`config.mk`:
```
export PLATFORM = sky130hd
export DESIGN_NAME = rgb_pixel_pair_to_yuv420
export DESIGN_NICKNAME = d
export VERILOG_FILES = /design/src/rtl/core/yuv420_pkg.sv /design/src/rtl/core/yuv420_pipe_ctl.sv /design/src/rtl/core/yuv420_pix_conv.sv /design/src/rtl/core/rgb_pixel_pair_to_yuv420.sv
export SDC_FILE = /design/constraint.sdc
export NUM_CORES = 2
export LEC_CHECK = 0
export BUFFER_PORTS_ARGS = -buffer_cell sky130_fd_sc_hd__buf_2
export CORE_ASPECT_RATIO = 1.1
export CORE_MARGIN = 2
export CORE_UTILIZATION = 50
export DETAILED_ROUTE_END_ITERATION = 10
export PLACE_DENSITY = 0.76
export SYNTH_ARGS = -nofsm -noshare
export SYNTH_HDL_FRONTEND = slang
export SYNTH_HIERARCHICAL = 1
export SYNTH_SLANG_ARGS = --single-unit
```
`constraint.sdc`:
```
create_clock -name i_clk -period 7.4 [get_ports i_clk]
set_clock_uncertainty 0.2 [all_clocks]
set_input_delay 0.74 -clock i_clk [delete_from_list [all_inputs] [get_ports i_clk]]
set_output_delay 0.74 -clock i_clk [all_outputs]
set_load 0.02 [all_outputs]
```
`src/rtl/core/yuv420_pkg.sv`:
```
package yuv420_pkg;

    // component and arithmetic widths
    localparam int CompW    = 8;
    localparam int PixW     = 24;
    localparam int NumW     = 15;                  // numerators stay below 25600
    localparam int RecipW   = 13;
    localparam int ProdW    = NumW + RecipW;
    localparam int DivShift = 19;
    localparam int NumStages = 4;

    // divide by 100 as multiply by ceil(2^19 / 100), exact for numerators below 25600
    localparam logic [RecipW-1:0] DivRecip = 13'd5243;

    // pixel_format register codes
    localparam logic FMT_RGB888 = 1'b0;
    localparam logic FMT_RGB565 = 1'b1;

    typedef struct packed {
        logic [PixW-1:0] first_pixel;
        logic [PixW-1:0] second_pixel;
    } t_pix_in;

    typedef struct packed {
        logic [CompW-1:0] luma_first;
        logic [CompW-1:0] luma_second;
        logic [CompW-1:0] chroma_blue;
        logic [CompW-1:0] chroma_red;
    } t_yuv_out;

    typedef struct packed {
        logic [CompW-1:0] r;
        logic [CompW-1:0] g;
        logic [CompW-1:0] b;
    } t_rgb;

    // per-stage load enables and valid bits
    typedef struct packed {
        logic [NumStages-1:0] en;
        logic [NumStages-1:0] vld;
    } t_pipe_ctl;

    // split raw pixel bits into 8-bit components
    function automatic t_rgb unpack_pixel(input logic fmt, input logic [PixW-1:0] raw);
        t_rgb res;
        res = '0;
        unique case (fmt)
            FMT_RGB888: begin
                res.b = raw[7:0];
                res.g = raw[15:8];
                res.r = raw[23:16];
            end
            FMT_RGB565: begin
                res.b = {raw[7:3], 3'b000};
                res.g = {raw[2:0], raw[15:13], 2'b00};
                res.r = {raw[12:8], 3'b000};
            end
            default: res = '0;
        endcase
        return res;
    endfunction

endpackage

```
`src/rtl/core/yuv420_pipe_ctl.sv`:
```
module yuv420_pipe_ctl (
    input  logic                  i_clk,
    input  logic                  i_rst_n,
    input  logic                  i_in_valid,
    input  logic                  i_out_ready,
    output logic                  o_in_ready,
    output yuv420_pkg::t_pipe_ctl o_ctl
);
    import yuv420_pkg::*;

    logic [NumStages-1:0] r_vld;
    logic [NumStages-1:0] n_vld;
    logic [NumStages-1:0] w_en;

    // a stage loads when empty or when its contents move on
    always_comb begin
        w_en[NumStages-1] = !r_vld[NumStages-1] || i_out_ready;
        for (int k = NumStages - 2; k >= 0; k--) begin
            w_en[k] = !r_vld[k] || w_en[k+1];
        end
    end

    // valid bits follow the data
    always_comb begin
        n_vld = r_vld;
        if (w_en[0]) begin
            n_vld[0] = i_in_valid;
        end
        for (int k = 1; k < NumStages; k++) begin
            if (w_en[k]) begin
                n_vld[k] = r_vld[k-1];
            end
        end
    end

    always_ff @(posedge i_clk) begin
        if (!i_rst_n) begin
            r_vld <= '0;
        end else begin
            r_vld <= n_vld;
        end
    end

    assign o_in_ready = w_en[0];
    assign o_ctl.en   = w_en;
    assign o_ctl.vld  = r_vld;

endmodule

```
`src/rtl/core/yuv420_pix_conv.sv`:
```
module yuv420_pix_conv (
    input  logic                              i_clk,
    input  yuv420_pkg::t_pipe_ctl             i_ctl,
    input  logic                              i_fmt,
    input  logic [yuv420_pkg::PixW-1:0]       i_raw,
    output logic [yuv420_pkg::ProdW-1:0]      o_y_prod,
    output logic [yuv420_pkg::ProdW-1:0]      o_u_prod,
    output logic [yuv420_pkg::ProdW-1:0]      o_v_prod
);
    import yuv420_pkg::*;

    t_rgb              r_rgb;
    logic [NumW-1:0]   r_y_num;
    logic [NumW-1:0]   r_u_num;
    logic [NumW-1:0]   r_v_num;
    logic [ProdW-1:0]  r_y_prod;
    logic [ProdW-1:0]  r_u_prod;
    logic [ProdW-1:0]  r_v_prod;
    logic [NumW:0]     w_y_num;
    logic [NumW:0]     w_u_num;
    logic [NumW:0]     w_v_num;

    // stage 0: unpack components
    always_ff @(posedge i_clk) begin
        if (i_ctl.en[0]) begin
            r_rgb <= unpack_pixel(i_fmt, i_raw);
        end
    end

    // weighted sums; chroma offset keeps both differences positive
    always_comb begin
        w_y_num = 16'(r_rgb.r) * 16'd30 + 16'(r_rgb.g) * 16'd59 + 16'(r_rgb.b) * 16'd11;
        w_u_num = 16'd12800 + 16'(r_rgb.b) * 16'd50
                - (16'(r_rgb.r) * 16'd17 + 16'(r_rgb.g) * 16'd33);
        w_v_num = 16'd12800 + 16'(r_rgb.r) * 16'd50
                - (16'(r_rgb.g) * 16'd42 + 16'(r_rgb.b) * 16'd8);
    end

    // stage 1: numerators
    always_ff @(posedge i_clk) begin
        if (i_ctl.en[1]) begin
            r_y_num <= w_y_num[NumW-1:0];
            r_u_num <= w_u_num[NumW-1:0];
            r_v_num <= w_v_num[NumW-1:0];
        end
    end

    // stage 2: reciprocal products for the divide by 100
    always_ff @(posedge i_clk) begin
        if (i_ctl.en[2]) begin
            r_y_prod <= ProdW'(r_y_num) * ProdW'(DivRecip);
            r_u_prod <= ProdW'(r_u_num) * ProdW'(DivRecip);
            r_v_prod <= ProdW'(r_v_num) * ProdW'(DivRecip);
        end
    end

    assign o_y_prod = r_y_prod;
    assign o_u_prod = r_u_prod;
    assign o_v_prod = r_v_prod;

endmodule

```
`src/rtl/core/rgb_pixel_pair_to_yuv420.sv`:
```
// RGB pixel pair to YUV 4:2:0 converter.
// Input channel (i_in_valid / o_in_ready / i_in_data) takes one word holding two
// horizontally adjacent pixels. Output channel (o_out_valid / i_out_ready /
// o_out_data) gives one word per input: the two lumas and the truncated mean of
// the pair's U and V values.
// Configuration channel (i_cfg_valid / o_cfg_ready / i_cfg_data) writes the pixel
// format: 0 = 24-bit RGB888, 1 = 16-bit RGB565 packing. o_cfg_ready is always
// high; write only while no word is in flight.
// Throughput: one pair per cycle while the receiver holds i_out_ready high,
// through the four-stage pipeline (unpack, weighted sums, reciprocal
// multiply for the divide by 100, quotient and chroma average).
// A stalled receiver holds the output word; upstream stages keep filling empty
// slots, and o_in_ready drops only once every stage holds a word.
// Reset clears all valid bits and sets the format to RGB888; payload registers
// are not reset.
module rgb_pixel_pair_to_yuv420 (
    input  logic                  i_clk,
    input  logic                  i_rst_n,
    input  logic                  i_cfg_valid,
    output logic                  o_cfg_ready,
    input  logic                  i_cfg_data,
    input  logic                  i_in_valid,
    output logic                  o_in_ready,
    input  yuv420_pkg::t_pix_in   i_in_data,
    output logic                  o_out_valid,
    input  logic                  i_out_ready,
    output yuv420_pkg::t_yuv_out  o_out_data
);
    import yuv420_pkg::*;

    logic              r_fmt;
    t_pipe_ctl         w_ctl;
    t_yuv_out          r_out;
    t_yuv_out          n_out;
    logic [ProdW-1:0]  w_y1_prod;
    logic [ProdW-1:0]  w_u1_prod;
    logic [ProdW-1:0]  w_v1_prod;
    logic [ProdW-1:0]  w_y2_prod;
    logic [ProdW-1:0]  w_u2_prod;
    logic [ProdW-1:0]  w_v2_prod;
    logic [CompW:0]    w_u_sum;
    logic [CompW:0]    w_v_sum;

    // format register
    assign o_cfg_ready = 1'b1;

    always_ff @(posedge i_clk) begin
        if (!i_rst_n) begin
            r_fmt <= FMT_RGB888;
        end else if (i_cfg_valid) begin
            r_fmt <= i_cfg_data;
        end
    end

    // handshake and stage enables
    yuv420_pipe_ctl u_ctl (
        .i_clk       (i_clk),
        .i_rst_n     (i_rst_n),
        .i_in_valid  (i_in_valid),
        .i_out_ready (i_out_ready),
        .o_in_ready  (o_in_ready),
        .o_ctl       (w_ctl)
    );

    // per-pixel conversion pipes
    yuv420_pix_conv u_conv_first (
        .i_clk    (i_clk),
        .i_ctl    (w_ctl),
        .i_fmt    (r_fmt),
        .i_raw    (i_in_data.first_pixel),
        .o_y_prod (w_y1_prod),
        .o_u_prod (w_u1_prod),
        .o_v_prod (w_v1_prod)
    );

    yuv420_pix_conv u_conv_second (
        .i_clk    (i_clk),
        .i_ctl    (w_ctl),
        .i_fmt    (r_fmt),
        .i_raw    (i_in_data.second_pixel),
        .o_y_prod (w_y2_prod),
        .o_u_prod (w_u2_prod),
        .o_v_prod (w_v2_prod)
    );

    // quotients and chroma average
    always_comb begin
        w_u_sum = {1'b0, w_u1_prod[DivShift +: CompW]} + {1'b0, w_u2_prod[DivShift +: CompW]};
        w_v_sum = {1'b0, w_v1_prod[DivShift +: CompW]} + {1'b0, w_v2_prod[DivShift +: CompW]};
        n_out.luma_first  = w_y1_prod[DivShift +: CompW];
        n_out.luma_second = w_y2_prod[DivShift +: CompW];
        n_out.chroma_blue = w_u_sum[CompW:1];
        n_out.chroma_red  = w_v_sum[CompW:1];
    end

    // stage 3: output register
    always_ff @(posedge i_clk) begin
        if (w_ctl.en[NumStages-1]) begin
            r_out <= n_out;
        end
    end

    assign o_out_valid = w_ctl.vld[NumStages-1];
    assign o_out_data  = r_out;

    // an empty output stage never blocks the input
    a_ready_when_empty : assert property (@(posedge i_clk) disable iff (!i_rst_n)
        !o_out_valid |-> o_in_ready)
        else $error("input stalled with empty output stage");

    // input blocks only when every stage holds a word and the receiver stalls
    a_stall_only_full : assert property (@(posedge i_clk) disable iff (!i_rst_n)
        !o_in_ready |-> (w_ctl.vld == {NumStages{1'b1}}) && !i_out_ready)
        else $error("input stalled with room in the pipeline");

    // a new output word comes only from the stage before it
    a_out_from_pipe : assert property (@(posedge i_clk) disable iff (!i_rst_n)
        $rose(o_out_valid) |-> $past(w_ctl.vld[NumStages-2]))
        else $error("output word without a source");

endmodule
```
==> results.toml <==
[global_routing]
grt_pass1_wl_mm = 149
overflow = 0
grt.total_usage = 0.198
antenna_found_initial = 0
grt_pass1_vias = 31200
grt_max_degree = 49

[drt]
vias = 28900
first_pass_iters = 6
drc = 0
drtIter0Drc = 1337
avgViaCountPerCell = 5.16
ant_nets = 0
wire_per_inst_um = 15.4
routed_wl_mm = 86.2

[critical_path]
start_kind = "flop"
cp-endpoint = "u_conv_second/r_y_num[14]$_DFFE_PP_"
crit_buf_inv = 4
r2r_end = "u_conv_second/r_y_num[14]$_DFFE_PP_"
slowest_delay_ns = 0.53
reg2reg_slack_ns = 1.04
critPathRequiredTime_ns = 7.54
slowest_stage = "edfxtp_1"
cp_num_cells = 23
crit_fanout = 7
r2r-start = "u_conv_second/r_rgb[19]$_DFFE_PP_"
worst_r2r_path_depth = 23
crit_chain = "inv_1, fa_1, fa_1, inv_1, ha_1, a21oi_1, o21bai_1, a21oi_1, o21ai_0, xor2_1, ha_1, inv_1, fa_1, fa_1, inv_1, ha_1, a21oi_1, nor2_1, o21a_1, nor2_1, nor2b_1, a211oi_1, xnor2_1"
crit_path_start = "u_conv_second/r_rgb[19]$_DFFE_PP_"
crit_family = "adder cells"
end_kind = "flop"
worstSetupPathType = "flop to flop"
cp_data_arrival_time_ns = 6.49

[floorplan]
placement_rows = 114
core_mm2 = 0.0881
dieHeight_um = 317
io-pin-count = 89
die_area_mm2 = 0.0916
fp.dieW_um = 289
start_util = 0.506

[synth]
synth_cells = 4326
ys.warnings.count = 6
synth.avg_cell_area_um2 = 10.3
synth.net_count = 6060
netlist_area_mm2 = 0.0446

[clocking]
cts_hold_buf = 0
cts_tree = "done"
cts_setup_buffers = 0
cts_resized = 0
cts_buffer_depth = 3
clkTransAtPathRegs_ns = 0.06
root_buffer = "clkbuf_16"
clkLatencyLatePin_ns = 0.59
htreeDepth = 1
cts.sinks = 219
cts_made_buffers = 28

[cells_and_area]
nNetsFinal = 6158
post-route-cell-area_mm2 = 0.0474
drive_gt1_frac = 0.0495
area_delta_synth_final_pct = 6.15
fillers = 7587
antenna_cells = 0

[sta]
hold_viol_final = 0
min_period_ns = 6.36
max_clock_freq_mhz = 157
max_slew_margin = 0.358
post-route-period-util = 0.859
setup_tns_ns = 0
rsz0062_at_grt = "false"
report.final.slew_viol_count = 0
worst_pin_slew_ns = 0.963
setup_viol = 0

[placement]
dpl.hpwl_mm = 75.0
placed_cell_area_mm2 = 0.0464
gp_congestion = 0.895
port_buffers = 87

[outcome]
status = "complete, no violations"

[min_path]
hp-class = "input pin to flop"

[job]
max_cap_violations = 0
[metrics by stage]
stage / setup WS, ns / cells / util / hold slack [ns]
floorplan: 1.51 / 4326 / - / 0.200
global placement: 1.30 / 5554 / 0.527 / 0.202
detailed placement: 1.09 / 5554 / 0.527 / 0.206
CTS: 1.10 / 5606 / 0.537 / 0.0958
global route: 0.738 / 5606 / 0.537 / 0.107
finish: 1.04 / 5606 / 0.537 / 0.126
[cells in the final DEF (no fill, tap or decap), types with 11 or more instances in the layout]
cell type	count
nor3_1	40
nor4_1	12
buf_2	87
o21ai_1	18
edfxtp_1	214
nand2_1	95
xnor2_1	116
or3_1	11
o211ai_1	23
a21oi_1	165
a211oi_1	13
o31ai_1	12
nand4_1	21
nor2b_1	44
o21bai_1	21
inv_1	1219
nand2b_1	20
fa_1	622
ha_1	1058
and2_1	12
xor2_1	45
o21a_1	24
a21o_1	62
a31oi_1	19
clkbuf_16	28
o21ai_0	74
nand3_1	38
nor2_1	98
mux2_2	24
and3_1	16
[cell type report]
type	count	area (µm²)	area share
clock buffers	31	712	0.0150
repair buffers	92	473	0.00999
well taps	1160	1450	0.0307
multi-input cells	2860	33400	0.705
flip-flops and latches	219	6530	0.138
inverters	1223	4590	0.0970
clock inverters	21	204	0.00431
[registers in the layout, indices dropped and copies added, names as in the netlist]
signal	count
o_out_data	32
r_fmt	1
u_conv_first/o_u_prod	8
u_conv_first/o_v_prod	8
u_conv_first/o_y_prod	8
u_conv_first/r_rgb	24
u_conv_first/r_u_num	15
u_conv_first/r_v_num	13
u_conv_first/r_y_num	15
u_conv_second/o_u_prod	8
u_conv_second/o_v_prod	8
u_conv_second/o_y_prod	8
u_conv_second/r_rgb	24
u_conv_second/r_u_num	15
u_conv_second/r_v_num	13
u_conv_second/r_y_num	15
u_ctl/r_vld	4
[how the worst min path moves through the flow]
stage	from	to	slack, ns	cells after the start
after floorplan	u_conv_second/o_y_prod[19]$_DFFE_PP_	o_out_data[16]$_DFFE_PP_	0.20	0
after global placement	u_conv_second/o_y_prod[20]$_DFFE_PP_	o_out_data[17]$_DFFE_PP_	0.20	0
after detailed placement	u_conv_second/o_y_prod[19]$_DFFE_PP_	o_out_data[16]$_DFFE_PP_	0.21	0
after CTS	i_in_data[31]	u_conv_first/r_rgb[7]$_DFFE_PP_	0.1	1
after global routing	i_in_data[29]	u_conv_first/r_rgb[5]$_DFFE_PP_	0.11	1
final	i_in_data[5]	u_conv_second/r_rgb[5]$_DFFE_PP_	0.13	1
[metal layers]
layer	up-vias	wire, µm	track usage
li1	14300	-	-
met4	0	1520	0.0401
met1	14200	39100	0.263
met2	403	42900	0.354
met3	105	2680	0.0175
met5	-	0	0
Power is not shown: default switching activity piles up to over one toggle a cycle in this logic, so the estimate is an artifact.
